==> src/sv/mmbd_pkg.sv <==
`default_nettype none
// ----------------------------------------------------------------------------
// mmbd_pkg
// shared constants, codes and request type for the memory map bus decoder
// ----------------------------------------------------------------------------
package mmbd_pkg;

  // store sizes in bytes (powers of two, but for the video ram)
  localparam int BIOS_BYTES     = 16384;
  localparam int SLOW_RAM_BYTES = 262144;
  localparam int FAST_RAM_BYTES = 32768;
  localparam int ROM_BYTES      = 33554432;
  localparam int PAL_BYTES      = 1024;
  localparam int VID_BYTES      = 98304;
  localparam int OBJ_BYTES      = 1024;

  // work memory layout in 32-bit words: all writable and small stores share one ram
  localparam int SLOW_BASE = 0;
  localparam int VID_BASE  = SLOW_BASE + SLOW_RAM_BYTES / 4;
  localparam int FAST_BASE = VID_BASE + VID_BYTES / 4;
  localparam int BIOS_BASE = FAST_BASE + FAST_RAM_BYTES / 4;
  localparam int PAL_BASE  = BIOS_BASE + BIOS_BYTES / 4;
  localparam int OBJ_BASE  = PAL_BASE + PAL_BYTES / 4;
  localparam int WRK_WORDS = OBJ_BASE + OBJ_BYTES / 4;
  localparam int WRK_AW    = $clog2(WRK_WORDS);

  localparam int ROM_WORDS = ROM_BYTES / 4;
  localparam int ROM_AW    = $clog2(ROM_WORDS);

  // offset masks per region
  localparam logic [31:0] BIOS_OFS_MASK = 32'h0000_3fff & (BIOS_BYTES - 1);
  localparam logic [31:0] SLOW_OFS_MASK = 32'h0003_ffff & (SLOW_RAM_BYTES - 1);
  localparam logic [31:0] FAST_OFS_MASK = 32'h0000_7fff & (FAST_RAM_BYTES - 1);
  localparam logic [31:0] PAL_OFS_MASK  = 32'h0000_03ff;
  localparam logic [31:0] VID_OFS_MASK  = 32'h0001_ffff;
  localparam logic [31:0] VID_OFS_LIMIT = 32'h0001_7fff;
  localparam logic [31:0] ROM_LIM_MASK  = ROM_BYTES - 1;
  localparam logic [31:0] ROM_LOAD_MASK = 32'h01ff_ffff & (ROM_BYTES - 1);

  // configuration register
  localparam int              ROM_MASK_W     = 25;
  localparam logic [24:0]     ROM_MASK_RESET = 25'h1ff_ffff;
  localparam int              CFG_AW         = 3;
  localparam logic            CFG_IDX_ROM_MASK = 1'b0;

  // opcodes
  localparam logic [1:0] OP_READ  = 2'd0;
  localparam logic [1:0] OP_WRITE = 2'd1;
  localparam logic [1:0] OP_LOAD  = 2'd2;

  // access sizes (anything else is a word)
  localparam logic [1:0] SZ_BYTE = 2'd0;
  localparam logic [1:0] SZ_HALF = 2'd1;

  // region codes, address bits 27:24
  localparam logic [3:0] RGN_BIOS     = 4'h0;
  localparam logic [3:0] RGN_SLOW     = 4'h2;
  localparam logic [3:0] RGN_FAST     = 4'h3;
  localparam logic [3:0] RGN_IO       = 4'h4;
  localparam logic [3:0] RGN_PAL      = 4'h5;
  localparam logic [3:0] RGN_VID      = 4'h6;
  localparam logic [3:0] RGN_OBJ      = 4'h7;
  localparam logic [3:0] RGN_ROM_LO   = 4'h8;
  localparam logic [3:0] RGN_ROM_HI   = 4'hd;

  // decoded request: memory commands plus what the result stage needs
  typedef struct packed {
    logic              wrk_we;
    logic              wrk_re;
    logic [WRK_AW-1:0] wrk_addr;
    logic              rom_we;
    logic              rom_re;
    logic [ROM_AW-1:0] rom_addr;
    logic [3:0]        be;
    logic [31:0]       wdata;
    logic              rd;
    logic              rom_sel;
    logic [1:0]        lane;
    logic [1:0]        size;
    logic              io_fwd;
    logic [31:0]       io_addr;
    logic [31:0]       io_wdata;
  } mmbd_req_t;

endpackage : mmbd_pkg
`default_nettype wire

==> src/sv/mmbd_decode.sv <==
`default_nettype none
// ----------------------------------------------------------------------------
// mmbd_decode
// size alignment, region decode, offset masking and byte lane steering
// ----------------------------------------------------------------------------
module mmbd_decode (
  input  wire logic                           en,
  input  wire logic [1:0]                     opcode,
  input  wire logic [31:0]                    address,
  input  wire logic [1:0]                     access_size,
  input  wire logic [31:0]                    write_data,
  input  wire logic [mmbd_pkg::ROM_MASK_W-1:0] rom_mask,
  output mmbd_pkg::mmbd_req_t                 req
);
  import mmbd_pkg::*;

  logic [31:0] al;
  logic [31:0] dm;
  logic [31:0] wd;
  logic [3:0]  region;
  logic [31:0] off;
  logic [31:0] wbase;
  logic        map_ok;
  logic        wr_ok;
  logic        dup;
  logic        rom_sel;
  logic        is_rw;
  logic        is_io;
  logic        ld_wrk;
  logic        ld_rom;
  logic [1:0]  lane;
  logic [3:0]  be;

  always_comb begin
    // align and trim data to the access size
    case (access_size)
      SZ_BYTE: begin
        al = address;
        dm = {24'b0, write_data[7:0]};
      end
      SZ_HALF: begin
        al = {address[31:1], 1'b0};
        dm = {16'b0, write_data[15:0]};
      end
      default: begin
        al = {address[31:2], 2'b00};
        dm = write_data;
      end
    endcase
    region = al[27:24];

    map_ok  = 1'b0;
    wr_ok   = 1'b0;
    dup     = 1'b0;
    rom_sel = 1'b0;
    off     = '0;
    wbase   = '0;
    case (region)
      RGN_BIOS: begin
        map_ok = 1'b1;
        off    = al & BIOS_OFS_MASK;
        wbase  = 32'(BIOS_BASE);
      end
      RGN_SLOW: begin
        map_ok = 1'b1;
        wr_ok  = 1'b1;
        off    = al & SLOW_OFS_MASK;
        wbase  = 32'(SLOW_BASE);
      end
      RGN_FAST: begin
        map_ok = 1'b1;
        wr_ok  = 1'b1;
        off    = al & FAST_OFS_MASK;
        wbase  = 32'(FAST_BASE);
      end
      RGN_PAL: begin
        map_ok = 1'b1;
        wr_ok  = 1'b1;
        dup    = 1'b1;
        off    = al & PAL_OFS_MASK;
        wbase  = 32'(PAL_BASE);
      end
      RGN_VID: begin
        // upper part of the window is a hole
        off    = al & VID_OFS_MASK;
        map_ok = (off <= VID_OFS_LIMIT);
        wr_ok  = (off <= VID_OFS_LIMIT);
        dup    = 1'b1;
        wbase  = 32'(VID_BASE);
      end
      RGN_OBJ: begin
        map_ok = 1'b1;
        wr_ok  = 1'b1;
        dup    = 1'b1;
        off    = al & PAL_OFS_MASK;
        wbase  = 32'(OBJ_BASE);
      end
      default: begin
        if (region inside {[RGN_ROM_LO:RGN_ROM_HI]}) begin
          map_ok  = 1'b1;
          rom_sel = 1'b1;
          off     = al & {7'b0, rom_mask} & ROM_LIM_MASK;
        end
      end
    endcase

    // image load: raw byte address, size ignored
    ld_wrk = (opcode == OP_LOAD) && (address[27:24] == RGN_BIOS);
    ld_rom = (opcode == OP_LOAD) && (address[27:24] inside {[RGN_ROM_LO:RGN_ROM_HI]});
    if (ld_wrk) begin
      off     = address & BIOS_OFS_MASK;
      wbase   = 32'(BIOS_BASE);
      rom_sel = 1'b0;
    end else if (ld_rom) begin
      off     = address & ROM_LOAD_MASK;
      rom_sel = 1'b1;
    end

    // byte lanes come from the masked offset, the rom mask may clear low bits
    lane = off[1:0];
    if (opcode == OP_LOAD) begin
      be = 4'b0001 << lane;
      wd = {4{write_data[7:0]}};
    end else begin
      case (access_size)
        SZ_BYTE: begin
          be = dup ? (4'b0011 << {lane[1], 1'b0}) : (4'b0001 << lane);
          wd = {4{write_data[7:0]}};
        end
        SZ_HALF: begin
          be = 4'b0011 << {lane[1], 1'b0};
          wd = {2{write_data[15:0]}};
        end
        default: begin
          be = 4'b1111;
          wd = write_data;
        end
      endcase
    end

    is_rw = (opcode == OP_READ) || (opcode == OP_WRITE);
    is_io = is_rw && (region == RGN_IO);

    req.rd       = (opcode == OP_READ) && map_ok;
    req.rom_sel  = rom_sel;
    req.lane     = lane;
    req.size     = access_size;
    req.wrk_re   = en && req.rd && !rom_sel;
    req.rom_re   = en && req.rd && rom_sel;
    req.wrk_we   = en && (((opcode == OP_WRITE) && wr_ok) || ld_wrk);
    req.rom_we   = en && ld_rom;
    req.wrk_addr = WRK_AW'(wbase + (off >> 2));
    req.rom_addr = ROM_AW'(off >> 2);
    req.be       = be;
    req.wdata    = wd;
    req.io_fwd   = is_io;
    req.io_addr  = is_io ? al : 32'b0;
    req.io_wdata = (is_io && (opcode == OP_WRITE)) ? dm : 32'b0;
  end

endmodule : mmbd_decode
`default_nettype wire

==> config.mk <==
export PLATFORM = sky130hd
export DESIGN_NAME = mmbd_decode
export DESIGN_NICKNAME = d
export VERILOG_FILES = /design/src/sv/mmbd_pkg.sv /design/src/sv/mmbd_decode.sv
export SDC_FILE = /design/constraint.sdc
export NUM_CORES = 1
export LEC_CHECK = 0
export ABC_AREA = 1
export ABC_CLOCK_PERIOD_IN_PS = 4140
export BUFFER_PORTS_ARGS = -buffer_cell sky130_fd_sc_hd__buf_4
export CAP_MARGIN = 25
export CORE_AREA = 4 4 93 95
export DETAILED_ROUTE_END_ITERATION = 7
export DIE_AREA = 0 0 97 99
export GPL_TIMING_DRIVEN = 0
export PLACE_DENSITY_LB_ADDON = 0.2
export SYNTH_ARGS = -nofsm -noshare
export SYNTH_HDL_FRONTEND = slang
export SYNTH_SLANG_ARGS = --single-unit
==> constraint.sdc <==
create_clock -name vclk -period 4.14
set_input_delay 0.414 -clock vclk [all_inputs]
set_output_delay 0.414 -clock vclk [all_outputs]
set_load 0.05 [all_outputs]
==> impl_metrics.py <==
metrics = {
    "outcome": {
        "status": "complete, no violations",
    },
    "logic_synthesis": {
        "netlist_area_um2": 1970,
        "synthMuxAreaShare_pct": 0,
        "synthSimpleGateAreaFrac_pct": 47.4,
        "seq_area_frac_synth_pct": 0,
        "synth_xor_area_share_pct": 1.33,
        "ys_types": 32,
        "synth_top_family_by_area": "simple AND/OR/NAND/NOR gates",
        "ys_warn_count": 0,
        "synthAdderAreaFrac_pct": 3.80,
        "synth_compound_area_share_pct": 19.7,
        "synth.avg_cell_area_um2": 4.82,
        "synth_cells": 410,
    },
    "die": {
        "fp.dieW_um": 97,
        "dieHeight_um": 99,
        "die_area_um2": 9600,
        "core_area_um2": 7730,
        "initial_utilization_pct": 25.6,
        "num_io_pins": 245,
        "rows": 32,
    },
    "grt": {
        "grt_max_degree": 11,
        "grt_pass1_wl_mm": 16.9,
        "grt_usage_pct": 20.9,
        "grt_pass1_vias": 3390,
        "grt-ovfl-total": 0,
        "grt_antenna_before_repair": 0,
    },
    "final_layout": {
        "nets": 756,
        "nClkBuffers": 0,
        "seq_cell_count": 0,
        "nFillCells": 826,
        "syn_to_final_growth_pct": 98.9,
        "final_cell_mix": "buf_4 (265), nor2_1 (85), nand2_1 (84)",
        "regArea_um2": 0,
        "drive_gt1_share_pct": 46.2,
        "final_area_um2": 3930,
        "multiInputGateArea_um2": 1440,
        "n_antenna_cell": 0,
        "final_common_cell": "buf_4",
    },
    "placement": {
        "dpl_cell_area_um2": 3930,
        "port_buffers": 242,
        "routabilityCongestion": 0.849,
        "post-dp-hpwl_mm": 9.54,
    },
    "power": {
        "p_leak_nw": 2.48,
        "power_density_nw_per_um2": 163,
        "irDropWorstVdd_uv": 88.2,
        "power_uw": 639,
    },
    "sta": {
        "worst_slew_pin_slew_ns": 0.728,
        "timing.hold.ws_ns": 1.18,
        "tns_ns": 0,
        "slew-limit-headroom_pct": 51.2,
        "hold_viol_final": 0,
        "rsz0062_at_grt": "false",
        "min_period_ns": 3.11,
        "max_freq_mhz": 322,
        "finalSetupViolCount": 0,
        "min_period_over_period_pct": 75.0,
        "finalMaxSlewViolations": 0,
    },
    "route": {
        "post_drt_via_cell_ratio": 4.50,
        "drc": 0,
        "drtIter0Drc": 104,
        "routed_wirelength_mm": 10.9,
        "drt_pass1_iterations": 4,
        "antenna_left": 0,
        "vias": 3404,
        "avgRoutedWirePerCell_um": 14.4,
    },
    "job": {
        "cap_violations": 0,
    },
    "critical_path": {
        "crit_type": "primary input to primary output",
        "cp-end-kind": "primary output",
        "startpoint_type": "primary input",
        "crit_arrival_ns": 2.69,
        "cp.required_ns": 3.73,
        "critPathMaxFanout": 9,
    },
    "clocking": {
        "postCtsHoldBufs": 0,
        "post_cts_resized": 0,
        "post_cts_buffers": 0,
    },
    "min_path": {
        "hold_depth": 3,
        "hold_class": "primary input to primary output",
    },
}
[report_power, final]
group          switching [mW]  leakage (nW)  internal [mW]
logic                   0.430          2.48          0.209
registers                   0             0              0
clock network               0             0              0
total                   0.430          2.48          0.209
[path summary, 6_finish.rpt]
path,startpoint,to
setup / recovery,address[24],req[148]
hold / removal,write_data[7],req[78]
[cell families after synthesis]
| group | count (synthesis) |
|---|---|
| buffers and inverters | 120 |
| AO/OA/AOI/OAI | 68 |
| XOR/XNOR | 3 |
| other | 1 |
| AND/OR/NAND/NOR | 212 |
| adder cells (fa/ha/maj) | 6 |
[final cells by class]
cell class | count | area share (%)
Buffer | 37 | 5.93
Inverter | 83 | 7.93
Multi-Input combinational cell | 292 | 36.6
Tap cell | 102 | 3.25
Timing Repair Buffer | 242 | 46.3
[per-stage QoR]
step           std cells  utilization (%)  setup slack (ns)
4_1_cts              756             50.8              1.04
5_1_grt              756             50.8             0.855
3_3_place_gp         756             50.8              1.05
6_report             756             50.8              1.03
3_5_place_dp         756             50.8              1.05
2_1_floorplan        412                -             0.222
[worst max-delay path, stage by stage]
cell,delay (ns)
buf_4,0.12
inv_1,0.14
nand2_2,0.10
nand2_1,0.11
nand2_1,0.12
nor3_2,0.57
a21oi_1,0.23
ha_1,0.30
nand3_2,0.10
nor2_2,0.05
nand2_1,0.07
nand3_1,0.07
nand2_1,0.09
buf_4,0.20
[synthesized netlist by cell type]
master    count  share of area (%)
nand3_2       3                1.5
nor3_2        2                1.0
a31oi_1       1               0.32
a41oi_1       1               0.44
buf_1         4               0.76
clkbuf_1      4               0.76
o22ai_1       8                2.5
o21ai_2       3                1.3
xnor2_1       1               0.44
buf_2         6                1.5
ha_1          6                3.8
nand2_1      84                 16
xor2_1        2               0.89
a21oi_1      13                3.3
conb_1        1               0.19
o221ai_1      3                1.3
nand2_4       1               0.57
inv_2         8                1.5
o21ai_1       5                1.3
inv_1        75                 14
buf_4        23                8.7
o21ai_0      30                7.6
a211oi_1      2               0.76
a311oi_1      1               0.44
nand2_2       6                1.9
nand3_1      15                3.8
nor2_8        2                2.0
nor2_1       85                 16
o211ai_1      1               0.38
nor3_1        8                2.0
nor2_4        2                1.1
nor2_2        4                1.3
[metal layers]
metal | vias up | routed length, um | track usage, %
li1 | 1738 | - | -
met1 | 1479 | 4050 | 23.2
met2 | 179 | 5600 | 40.7
met3 | 8 | 1120 | 5.52
met4 | 0 | 112 | 2.48
met5 | - | 0 | 0
Note: power is estimated with default switching activity, not from simulation.
